--- config.mk ---
export PLATFORM = sky130hd
export DESIGN_NAME = rc4_stream_decrypt_block_rekey_core
export DESIGN_NICKNAME = d
export VERILOG_FILES = /design/src/rc4sd_pkg.sv /design/src/rc4sd_sbox.sv /design/src/rc4sd_md5.sv /design/src/rc4_stream_decrypt_block_rekey_core.sv
export SDC_FILE = /design/constraint.sdc
export NUM_CORES = 2
export LEC_CHECK = 0
export ABC_AREA = 0
export BUFFER_PORTS_ARGS = -buffer_cell sky130_fd_sc_hd__buf_2
export CORE_ASPECT_RATIO = 1.1
export CORE_MARGIN = 5
export CORE_UTILIZATION = 55
export CTS_CLUSTER_SIZE = 12
export DETAILED_ROUTE_END_ITERATION = 16
export PLACE_DENSITY = 0.74
export SLEW_MARGIN = 30
export SYNTH_ARGS = -nofsm -noshare
export SYNTH_HDL_FRONTEND = slang
export SYNTH_SLANG_ARGS = --single-unit
--- constraint.sdc ---
create_clock -name aclk -period 21.8 [get_ports aclk]
set_clock_uncertainty 0.05 [all_clocks]
set_input_delay 2.18 -clock aclk [delete_from_list [all_inputs] [get_ports aclk]]
set_output_delay 2.18 -clock aclk [all_outputs]
set_load 0.05 [all_outputs]
--- src/rc4sd_pkg.sv ---
// ----------------------------------------------------------------------------
// rc4sd_pkg
// Shared types and constants of the rc4 stream decryptor with md5 rekeying.
// ----------------------------------------------------------------------------
`default_nettype none

package rc4sd_pkg;

    localparam int REKEY_BYTES_DEF = 512;

    localparam logic [31:0] MD5_IV_A = 32'h67452301;
    localparam logic [31:0] MD5_IV_B = 32'hefcdab89;
    localparam logic [31:0] MD5_IV_C = 32'h98badcfe;
    localparam logic [31:0] MD5_IV_D = 32'h10325476;

    localparam logic [7:0] MD5_PAD_BYTE = 8'h80;
    localparam logic [31:0] MD5_BIT_LEN = 32'h00000048;

    localparam logic [31:0] MD5_K [64] = '{
        32'hd76aa478, 32'he8c7b756, 32'h242070db, 32'hc1bdceee,
        32'hf57c0faf, 32'h4787c62a, 32'ha8304613, 32'hfd469501,
        32'h698098d8, 32'h8b44f7af, 32'hffff5bb1, 32'h895cd7be,
        32'h6b901122, 32'hfd987193, 32'ha679438e, 32'h49b40821,
        32'hf61e2562, 32'hc040b340, 32'h265e5a51, 32'he9b6c7aa,
        32'hd62f105d, 32'h02441453, 32'hd8a1e681, 32'he7d3fbc8,
        32'h21e1cde6, 32'hc33707d6, 32'hf4d50d87, 32'h455a14ed,
        32'ha9e3e905, 32'hfcefa3f8, 32'h676f02d9, 32'h8d2a4c8a,
        32'hfffa3942, 32'h8771f681, 32'h6d9d6122, 32'hfde5380c,
        32'ha4beea44, 32'h4bdecfa9, 32'hf6bb4b60, 32'hbebfbc70,
        32'h289b7ec6, 32'heaa127fa, 32'hd4ef3085, 32'h04881d05,
        32'hd9d4d039, 32'he6db99e5, 32'h1fa27cf8, 32'hc4ac5665,
        32'hf4292244, 32'h432aff97, 32'hab9423a7, 32'hfc93a039,
        32'h655b59c3, 32'h8f0ccc92, 32'hffeff47d, 32'h85845dd1,
        32'h6fa87e4f, 32'hfe2ce6e0, 32'ha3014314, 32'h4e0811a1,
        32'hf7537e82, 32'hbd3af235, 32'h2ad7d2bb, 32'heb86d391
    };

    localparam logic [4:0] MD5_ROT [16] = '{
        5'd7, 5'd12, 5'd17, 5'd22, 5'd5, 5'd9, 5'd14, 5'd20,
        5'd4, 5'd11, 5'd16, 5'd23, 5'd6, 5'd10, 5'd15, 5'd21
    };

    // message word index for round i
    function automatic logic [3:0] md5_g(input logic [5:0] i);
        logic [3:0] r;
        logic [3:0] g;
        r = i[3:0];
        unique case (i[5:4])
            2'd0: g = r;
            2'd1: g = 4'(r * 4'd5 + 4'd1);
            2'd2: g = 4'(r * 4'd3 + 4'd5);
            2'd3: g = 4'(r * 4'd7);
            default: g = r;
        endcase
        return g;
    endfunction

    typedef enum logic [3:0] {
        ST_IDLE,
        ST_MD5,
        ST_MD5_WAIT,
        ST_INIT,
        ST_K0,
        ST_K1,
        ST_K2,
        ST_K3,
        ST_A0,
        ST_A1,
        ST_A2,
        ST_A3,
        ST_A4,
        ST_A5
    } seq_state_t;

    typedef struct packed {
        logic       en;
        logic [7:0] addr;
        logic [7:0] data;
    } sbox_wr_t;

endpackage

`default_nettype wire

--- src/rc4sd_sbox.sv ---
// ----------------------------------------------------------------------------
// rc4sd_sbox
// 256 x 8 permutation memory, one write port and one registered read port.
// ----------------------------------------------------------------------------
`default_nettype none

module rc4sd_sbox
    import rc4sd_pkg::*;
(
    input  wire logic       aclk,
    input  wire sbox_wr_t   wr,
    input  wire logic [7:0] raddr,
    output logic [7:0]      rdata
);

    logic [7:0] mem [256];

    always_ff @(posedge aclk) begin
        if (wr.en) begin
            mem[wr.addr] <= wr.data;
        end
    end

    always_ff @(posedge aclk) begin
        rdata <= mem[raddr];
    end

endmodule

`default_nettype wire

--- src/rc4sd_md5.sv ---
// ----------------------------------------------------------------------------
// rc4sd_md5
// Iterative md5 compression over the fixed 9-byte key block, each round
// as a sum into t_reg and then a rotate and add into b_reg on one rotator.
// ----------------------------------------------------------------------------
`default_nettype none

module rc4sd_md5
    import rc4sd_pkg::*;
(
    input  wire logic         aclk,
    input  wire logic         aresetn,
    input  wire logic         start,
    input  wire logic [39:0]  key_prefix,
    input  wire logic [31:0]  block_number,
    output logic              done,
    output logic [127:0]      digest
);

    logic [31:0] a_reg, b_reg, c_reg, d_reg, t_reg;
    logic [5:0]  rnd_reg;
    logic        phase_reg, busy_reg, done_reg;
    logic [31:0] f, m;
    logic [3:0]  g;
    logic [4:0]  s;
    logic [63:0] rot;

    always_comb begin
        unique case (rnd_reg[5:4])
            2'd0: f = (b_reg & c_reg) | (~b_reg & d_reg);
            2'd1: f = (d_reg & b_reg) | (~d_reg & c_reg);
            2'd2: f = b_reg ^ c_reg ^ d_reg;
            2'd3: f = c_reg ^ (b_reg | ~d_reg);
            default: f = '0;
        endcase
        g = md5_g(rnd_reg);
        unique case (g)
            4'd0:  m = key_prefix[31:0];
            4'd1:  m = {block_number[23:0], key_prefix[39:32]};
            4'd2:  m = {16'h0000, MD5_PAD_BYTE, block_number[31:24]};
            4'd14: m = MD5_BIT_LEN;
            default: m = '0;
        endcase
        s   = MD5_ROT[{rnd_reg[5:4], rnd_reg[1:0]}];
        rot = {t_reg, t_reg} << s;
    end

    always_ff @(posedge aclk) begin
        if (!aresetn) begin
            busy_reg  <= 1'b0;
            done_reg  <= 1'b0;
            phase_reg <= 1'b0;
            rnd_reg   <= '0;
        end else begin
            done_reg <= 1'b0;
            if (start) begin
                busy_reg  <= 1'b1;
                phase_reg <= 1'b0;
                rnd_reg   <= '0;
                a_reg     <= MD5_IV_A;
                b_reg     <= MD5_IV_B;
                c_reg     <= MD5_IV_C;
                d_reg     <= MD5_IV_D;
            end else if (busy_reg) begin
                phase_reg <= ~phase_reg;
                if (!phase_reg) begin
                    t_reg <= a_reg + f + MD5_K[rnd_reg] + m;
                end else begin
                    a_reg   <= d_reg;
                    d_reg   <= c_reg;
                    c_reg   <= b_reg;
                    b_reg   <= b_reg + rot[63:32];
                    rnd_reg <= 6'(rnd_reg + 6'd1);
                    if (rnd_reg == 6'd63) begin
                        busy_reg <= 1'b0;
                        done_reg <= 1'b1;
                    end
                end
            end
        end
    end

    assign done   = done_reg;
    assign digest = {d_reg + MD5_IV_D, c_reg + MD5_IV_C, b_reg + MD5_IV_B, a_reg + MD5_IV_A};

endmodule

`default_nettype wire

--- src/rc4_stream_decrypt_block_rekey_core.sv ---
// ----------------------------------------------------------------------------
// rc4_stream_decrypt_block_rekey_core
// RC4 stream decryptor, rekeyed by md5 over the key prefix and block number.
// ----------------------------------------------------------------------------
//  channel  | direction | contents
//  s_       | in        | tdata: cipher_byte[7:0], tuser: restart
//  m_       | out       | tdata: plain_byte[7:0]
//  cfg_     | in        | data: key_prefix[39:0]
//
//  a byte without rekey takes the accept cycle and six sequencer
//  steps (two reads, a swap through the single write port, the keystream read)
//  the result is registered onto m_ as the sequencer leaves its last step
//  a rekey adds the md5 start and wait, the table fill and the key schedule
//  (states K0 to K3 for each table entry) before that byte
//  reset is synchronous; the permutation memory is never cleared
//  a result waiting on m_ only holds the sequencer in its last step
// ----------------------------------------------------------------------------
`default_nettype none

module rc4_stream_decrypt_block_rekey_core
    import rc4sd_pkg::*;
#(
    parameter int REKEY_BYTES = REKEY_BYTES_DEF
) (
    input  wire logic        aclk,
    input  wire logic        aresetn,
    input  wire logic        s_tvalid,
    output logic             s_tready,
    input  wire logic [7:0]  s_tdata,   // cipher_byte[7:0]
    input  wire logic        s_tuser,   // restart
    output logic             m_tvalid,
    input  wire logic        m_tready,
    output logic [7:0]       m_tdata,   // plain_byte[7:0]
    input  wire logic        cfg_valid,
    output logic             cfg_ready,
    input  wire logic [39:0] cfg_data
);

    localparam int CW = $clog2(REKEY_BYTES);

    seq_state_t state_reg, state_next;

    logic [39:0]  kp_reg;
    logic [31:0]  bn_reg, bn_next;
    logic [CW-1:0] cnt_reg, cnt_next;
    logic         keyed_reg, keyed_next;
    logic [7:0]   ia_reg, ia_next, ib_reg, ib_next, i_reg, i_next, j_reg, j_next;
    logic [7:0]   si_reg, si_next, sj_reg, sj_next, cb_reg, cb_next;
    logic [127:0] dig_reg;
    logic         mv_reg, mv_next;
    logic [7:0]   md_reg, md_next;

    logic         md5_start, md5_done;
    logic [127:0] md5_digest;
    sbox_wr_t     wr;
    logic [7:0]   raddr, rdata;
    logic         in_acc;

    rc4sd_md5 u_md5 (
        .aclk         (aclk),
        .aresetn      (aresetn),
        .start        (md5_start),
        .key_prefix   (kp_reg),
        .block_number (bn_reg),
        .done         (md5_done),
        .digest       (md5_digest)
    );

    rc4sd_sbox u_sbox (
        .aclk  (aclk),
        .wr    (wr),
        .raddr (raddr),
        .rdata (rdata)
    );

    assign s_tready  = (state_reg == ST_IDLE);
    assign in_acc    = s_tvalid && s_tready;
    assign cfg_ready = (state_reg == ST_IDLE);
    assign m_tvalid  = mv_reg;
    assign m_tdata   = md_reg;
    assign md5_start = (state_reg == ST_MD5);

    always_comb begin
        state_next = state_reg;
        bn_next    = bn_reg;
        cnt_next   = cnt_reg;
        keyed_next = keyed_reg;
        ia_next    = ia_reg;
        ib_next    = ib_reg;
        i_next     = i_reg;
        j_next     = j_reg;
        si_next    = si_reg;
        sj_next    = sj_reg;
        cb_next    = cb_reg;
        mv_next    = mv_reg && !m_tready;
        md_next    = md_reg;
        wr         = '0;
        raddr      = i_reg;
        unique case (state_reg)
            ST_IDLE: begin
                if (in_acc) begin
                    cb_next = s_tdata;
                    if (s_tuser) begin
                        bn_next  = '0;
                        cnt_next = '0;
                    end
                    state_next = (s_tuser || !keyed_reg) ? ST_MD5 : ST_A0;
                end
            end
            ST_MD5: state_next = ST_MD5_WAIT;
            ST_MD5_WAIT: begin
                if (md5_done) begin
                    i_next     = '0;
                    state_next = ST_INIT;
                end
            end
            ST_INIT: begin
                wr.en   = 1'b1;
                wr.addr = i_reg;
                wr.data = i_reg;
                i_next  = 8'(i_reg + 8'd1);
                if (i_reg == 8'hFF) begin
                    j_next     = '0;
                    state_next = ST_K0;
                end
            end
            ST_K0: state_next = ST_K1;
            ST_K1: begin
                si_next    = rdata;
                j_next     = 8'(j_reg + rdata + dig_reg[{i_reg[3:0], 3'b000} +: 8]);
                raddr      = j_next;
                state_next = ST_K2;
            end
            ST_K2: begin
                wr.en      = 1'b1;
                wr.addr    = i_reg;
                wr.data    = rdata;
                state_next = ST_K3;
            end
            ST_K3: begin
                wr.en   = 1'b1;
                wr.addr = j_reg;
                wr.data = si_reg;
                i_next  = 8'(i_reg + 8'd1);
                if (i_reg == 8'hFF) begin
                    ia_next    = '0;
                    ib_next    = '0;
                    keyed_next = 1'b1;
                    state_next = ST_A0;
                end else begin
                    state_next = ST_K0;
                end
            end
            ST_A0: begin
                ia_next    = 8'(ia_reg + 8'd1);
                raddr      = ia_next;
                state_next = ST_A1;
            end
            ST_A1: begin
                si_next    = rdata;
                ib_next    = 8'(ib_reg + rdata);
                raddr      = ib_next;
                state_next = ST_A2;
            end
            ST_A2: begin
                sj_next    = rdata;
                wr.en      = 1'b1;
                wr.addr    = ia_reg;
                wr.data    = rdata;
                state_next = ST_A3;
            end
            ST_A3: begin
                wr.en      = 1'b1;
                wr.addr    = ib_reg;
                wr.data    = si_reg;
                state_next = ST_A4;
            end
            ST_A4: begin
                // read after the swap has landed
                raddr      = 8'(si_reg + sj_reg);
                state_next = ST_A5;
            end
            ST_A5: begin
                // keep the keystream byte on the read port while m_ is stalled
                raddr = 8'(si_reg + sj_reg);
                if (!mv_reg || m_tready) begin
                    md_next = cb_reg ^ rdata;
                    mv_next = 1'b1;
                    if (cnt_reg == CW'(REKEY_BYTES - 1)) begin
                        cnt_next   = '0;
                        bn_next    = bn_reg + 32'd1;
                        keyed_next = 1'b0;
                    end else begin
                        cnt_next = CW'(cnt_reg + 1'b1);
                    end
                    state_next = ST_IDLE;
                end
            end
            default: state_next = ST_IDLE;
        endcase
    end

    always_ff @(posedge aclk) begin
        if (!aresetn) begin
            state_reg <= ST_IDLE;
            kp_reg    <= '0;
            bn_reg    <= '0;
            cnt_reg   <= '0;
            keyed_reg <= 1'b0;
            ia_reg    <= '0;
            ib_reg    <= '0;
            i_reg     <= '0;
            j_reg     <= '0;
            mv_reg    <= 1'b0;
        end else begin
            state_reg <= state_next;
            if (cfg_valid && cfg_ready) begin
                kp_reg <= cfg_data;
            end
            bn_reg    <= bn_next;
            cnt_reg   <= cnt_next;
            keyed_reg <= keyed_next;
            ia_reg    <= ia_next;
            ib_reg    <= ib_next;
            i_reg     <= i_next;
            j_reg     <= j_next;
            mv_reg    <= mv_next;
        end
    end

    always_ff @(posedge aclk) begin
        si_reg <= si_next;
        sj_reg <= sj_next;
        cb_reg <= cb_next;
        md_reg <= md_next;
        if (md5_done) begin
            dig_reg <= md5_digest;
        end
    end

endmodule

`default_nettype wire

==> flow_results.xml <==
<?xml version="1.0" encoding="UTF-8"?>
<metrics>
  <group name="timing">
    <metric name="max_freq" unit="GHz">0.1162</metric>
    <metric name="rsz0062_at_grt" unit="">no</metric>
    <metric name="drv_slew" unit="">0</metric>
    <metric name="tightestPinTransition" unit="ps">1216</metric>
    <metric name="slew_headroom" unit="">0.1836</metric>
    <metric name="period_minus_slack" unit="ps">8604</metric>
    <metric name="period_share" unit="">0.3947</metric>
    <metric name="timing.final.setup_violations" unit="">0</metric>
    <metric name="final.setup.tns" unit="ps">0</metric>
    <metric name="layout_setup_ws" unit="ps">13200</metric>
    <metric name="final-hold-violation-count" unit="">0</metric>
  </group>
  <group name="drt">
    <metric name="avgRoutedWirePerCell" unit="um">29.74</metric>
    <metric name="drc_violations_left" unit="">0</metric>
    <metric name="drt-total-wl" unit="um">370400</metric>
    <metric name="postRouteAntennaNets" unit="">0</metric>
    <metric name="routed_via_density" unit="">6.672</metric>
    <metric name="num_vias" unit="">83110</metric>
    <metric name="drt_first_pass_iters" unit="">10</metric>
    <metric name="drt_iter0_markers" unit="">12990</metric>
  </group>
  <group name="power">
    <metric name="totalPowerFinal" unit="mW">13.35</metric>
    <metric name="power.density_cell_area" unit="mW/mm2">105.7</metric>
    <metric name="cellLeakagePower" unit="nW">43.62</metric>
    <metric name="irDropWorstVdd" unit="V">0.0001079</metric>
  </group>
  <group name="critical_path">
    <metric name="crit_top_cell" unit="">sky130_fd_sc_hd__buf_4</metric>
    <metric name="timing.critical_path.slowest_cell_delay" unit="ps">770</metric>
    <metric name="worst_r2r_path_depth" unit="">18</metric>
    <metric name="critical_path.endpoint_type" unit="">register</metric>
    <metric name="path_depth" unit="">18</metric>
    <metric name="cp_num_buf_inv" unit="">5</metric>
    <metric name="path_max_fanout" unit="">127</metric>
    <metric name="ff2ff_setup_slack" unit="ps">13200</metric>
    <metric name="rr_endpoint" unit="">u_sbox.rdata[7]</metric>
    <metric name="cell_family_with_most_cp_delay" unit="">buffers and inverters</metric>
    <metric name="critical_path_arrival" unit="ps">9350</metric>
    <metric name="critical_path.startpoint" unit="">i_reg[0]</metric>
    <metric name="critical_path_class" unit="">register to register</metric>
    <metric name="crit_path_top_delay_cell" unit="">sky130_fd_sc_hd__o21ai_4</metric>
    <metric name="worstSetupEndpoint" unit="">u_sbox.rdata[7]</metric>
    <metric name="worstPathCellList" unit="">buf_4 &gt; mux4_2 &gt; mux4_2 &gt; fa_1 &gt; nand3b_1 &gt; a21boi_0 &gt; o21ai_4 &gt; buf_12 &gt; buf_4 &gt; buf_4 &gt; buf_4 &gt; mux2i_1 &gt; mux2i_1 &gt; a32oi_1 &gt; o221ai_1 &gt; a22oi_1 &gt; and4_1 &gt; nor4_1</metric>
    <metric name="required" unit="ps">22550</metric>
    <metric name="regToRegStartpoint" unit="">i_reg[0]</metric>
    <metric name="crit_path_start_kind" unit="">register</metric>
  </group>
  <group name="run_status">
    <metric name="outcome" unit="">complete, no violations</metric>
  </group>
  <group name="finish">
    <metric name="final_layout_size_suffix_gt1_frac" unit="">0.07912</metric>
    <metric name="fillerInstances" unit="">15990</metric>
    <metric name="finalNetCount" unit="">9816</metric>
    <metric name="layout_area_growth_over_synthesis" unit="%">8.990</metric>
    <metric name="largest_register_ff_count" unit="">2048</metric>
    <metric name="final_util" unit="">0.6030</metric>
  </group>
  <group name="floorplanning">
    <metric name="initial_utilization" unit="">0.5533</metric>
    <metric name="placement_rows" unit="">176</metric>
    <metric name="die_width" unit="um">447.6</metric>
    <metric name="pin_count" unit="">65</metric>
    <metric name="core_region_area" unit="mm2">0.2094</metric>
    <metric name="dieArea" unit="mm2">0.2200</metric>
    <metric name="die_h" unit="um">491.4</metric>
  </group>
  <group name="yosys">
    <metric name="avg_cell_area_syn" unit="um2">11.88</metric>
    <metric name="synthesis.area" unit="mm2">0.1159</metric>
    <metric name="synth.net_count" unit="">10010</metric>
    <metric name="synthDistinctLibCells" unit="">88</metric>
    <metric name="number_of_enable_type_register_cells_in_the_synthesized_netlist" unit="">2368</metric>
    <metric name="netlist_instances" unit="">9755</metric>
    <metric name="library_cell_with_the_highest_instance_count_after_synthesis" unit="">sky130_fd_sc_hd__edfxtp_1</metric>
    <metric name="synth-warning-count" unit="">0</metric>
    <metric name="synth-async-reset-ratio" unit="">0</metric>
    <metric name="synth_top_area_frac" unit="">0.6137</metric>
    <metric name="synth_area_leader_cell" unit="">sky130_fd_sc_hd__edfxtp_1</metric>
    <metric name="ys_seq_elements" unit="">2504</metric>
    <metric name="yosysSeqAreaShare" unit="">0.6372</metric>
    <metric name="synth_common_cells" unit="">sky130_fd_sc_hd__edfxtp_1 (2368), sky130_fd_sc_hd__nand2_1 (2056), sky130_fd_sc_hd__nand3_1 (629)</metric>
    <metric name="synth_top_cells_by_area" unit="">sky130_fd_sc_hd__edfxtp_1 (61%), sky130_fd_sc_hd__nand2_1 (6.7%), sky130_fd_sc_hd__mux2i_1 (2.9%)</metric>
    <metric name="synth-main-ff-cell" unit="">sky130_fd_sc_hd__edfxtp_1</metric>
  </group>
  <group name="job">
    <metric name="drv_cap" unit="">0</metric>
  </group>
  <group name="clock_network">
    <metric name="worst_skew_pair.late_latency" unit="ps">970</metric>
    <metric name="htreeDepth" unit="">5</metric>
    <metric name="buffers_from_clock_root_to_sink_at_most" unit="">4</metric>
    <metric name="post_cts_resized" unit="">0</metric>
    <metric name="numClockSinks" unit="">2504</metric>
    <metric name="post_cts.repair.setup_buffers" unit="">0</metric>
    <metric name="cts_tree" unit="">built</metric>
    <metric name="clk_pin_slew_worst_paths" unit="ps">60</metric>
    <metric name="clock_buffer_count_from_cts" unit="">274</metric>
    <metric name="cts_root_buf" unit="">sky130_fd_sc_hd__clkbuf_16</metric>
    <metric name="cts_hold_buf" unit="">0</metric>
  </group>
  <group name="placement">
    <metric name="dp_hpwl" unit="um">233800</metric>
    <metric name="gp_congestion" unit="">0.9896</metric>
    <metric name="placement.setup.worst_slack" unit="ps">13510</metric>
    <metric name="port_buffers" unit="">64</metric>
  </group>
  <group name="global_routing">
    <metric name="pin_count_of_the_biggest_net_entering_global_routing" unit="">195</metric>
    <metric name="antenna_found_initial" unit="">24</metric>
    <metric name="grt_first_pass_wirelength" unit="um">535200</metric>
    <metric name="grt_overflow" unit="">0</metric>
    <metric name="first_global_vias" unit="">78700</metric>
    <metric name="global_route.usage.total" unit="">0.3297</metric>
  </group>
  <group name="min_path">
    <metric name="hp-class" unit="">register to register</metric>
  </group>
</metrics>
per-stage QoR:
stage | std cells | area, um2 | hold slack [ps]
3_3_place_gp | 12040 | 118400 | 393.6
3_5_place_dp | 12040 | 118500 | 396.3
6_report | 12460 | 126300 | 402.1
5_1_grt | 12440 | 126300 | 432.2
2_1_floorplan | 9755 | 115900 | 385.7
4_1_cts | 12440 | 126100 | 403.7
how the worst min path moves through the flow:
stage,end,from,cells after the start,slack (ps)
after CTS,kp_reg[36],kp_reg[36],2,400
after global routing,kp_reg[0],kp_reg[0],2,430
after detailed placement,kp_reg[36],kp_reg[36],2,400
after floorplan,kp_reg[33],kp_reg[33],2,390
after global placement,kp_reg[19],kp_reg[19],2,390
final,kp_reg[36],kp_reg[36],2,400
worst register-to-register path, cell delays in order (launching register included):
cell	delay, ps
sky130_fd_sc_hd__dfxtp_2	420
sky130_fd_sc_hd__buf_4	540
sky130_fd_sc_hd__mux4_2	600
sky130_fd_sc_hd__mux4_2	500
sky130_fd_sc_hd__fa_1	470
sky130_fd_sc_hd__nand3b_1	100
sky130_fd_sc_hd__a21boi_0	180
sky130_fd_sc_hd__o21ai_4	770
sky130_fd_sc_hd__buf_12	550
sky130_fd_sc_hd__buf_4	1010
sky130_fd_sc_hd__buf_4	760
sky130_fd_sc_hd__buf_4	680
sky130_fd_sc_hd__mux2i_1	300
sky130_fd_sc_hd__mux2i_1	110
sky130_fd_sc_hd__a32oi_1	240
sky130_fd_sc_hd__o221ai_1	220
sky130_fd_sc_hd__a22oi_1	640
sky130_fd_sc_hd__and4_1	300
sky130_fd_sc_hd__nor4_1	50
metal layers:
metal	GRT usage	up-vias	share of wire
met4	0.2138	22	0.078
met1	0.4199	40310	0.35
met3	0.09168	1328	0.12
met2	0.4977	6113	0.45
li1	-	35330	-
met5	0	-	0.00042
area by class of cell:
cell class / instances / area (um2) / area share
well taps: 2759 / 3452 / 0.02733
repair buffers: 234 / 1804 / 0.01429
inverters: 201 / 807.0 / 0.006390
clock inverters: 49 / 346.6 / 0.002744
flip-flops and latches: 2504 / 73850 / 0.5848
diodes: 15 / 37.54 / 0.0002972
clock buffers: 345 / 7335 / 0.05808
multi-input cells: 6349 / 38660 / 0.3061
where the power goes:
group | internal (mW) | switching [mW] | total (mW)
combinational | 1.22 | 2.16 | 3.39
sequential | 5.53 | 0.242 | 5.77
clock | 2.39 | 1.80 | 4.19
total | 9.14 | 4.21 | 13.3
placed cells by master, fill, tap and decap left out, types with 167 or more instances in the layout:
cell	instances
sky130_fd_sc_hd__clkbuf_16	282
sky130_fd_sc_hd__inv_1	189
sky130_fd_sc_hd__mux2i_1	331
sky130_fd_sc_hd__nand3_1	626
sky130_fd_sc_hd__a31oi_1	186
sky130_fd_sc_hd__nor2_1	575
sky130_fd_sc_hd__xnor2_1	167
sky130_fd_sc_hd__edfxtp_1	2368
sky130_fd_sc_hd__nand2_1	2049
sky130_fd_sc_hd__o21ai_0	198
sky130_fd_sc_hd__a21oi_1	374
kinds of logic (layout without fill, tap and decap cells):
| family | count (synthesis) | after routing | synth area share |
|---|---|---|---|
| multiplexers | 454 | 454 | 0.04831 |
| AO/OA/AOI/OAI | 1459 | 1459 | 0.08448 |
| other | 0 | 15 | 0 |
| XOR/XNOR | 282 | 282 | 0.02132 |
| flip-flops | 2504 | 2504 | 0.6372 |
| buffers and inverters | 902 | 829 | 0.03212 |
| adder cells (fa/ha/maj) | 198 | 198 | 0.02630 |
| AND/OR/NAND/NOR | 3956 | 3956 | 0.1503 |
Power figures use the tool's default switching activity.
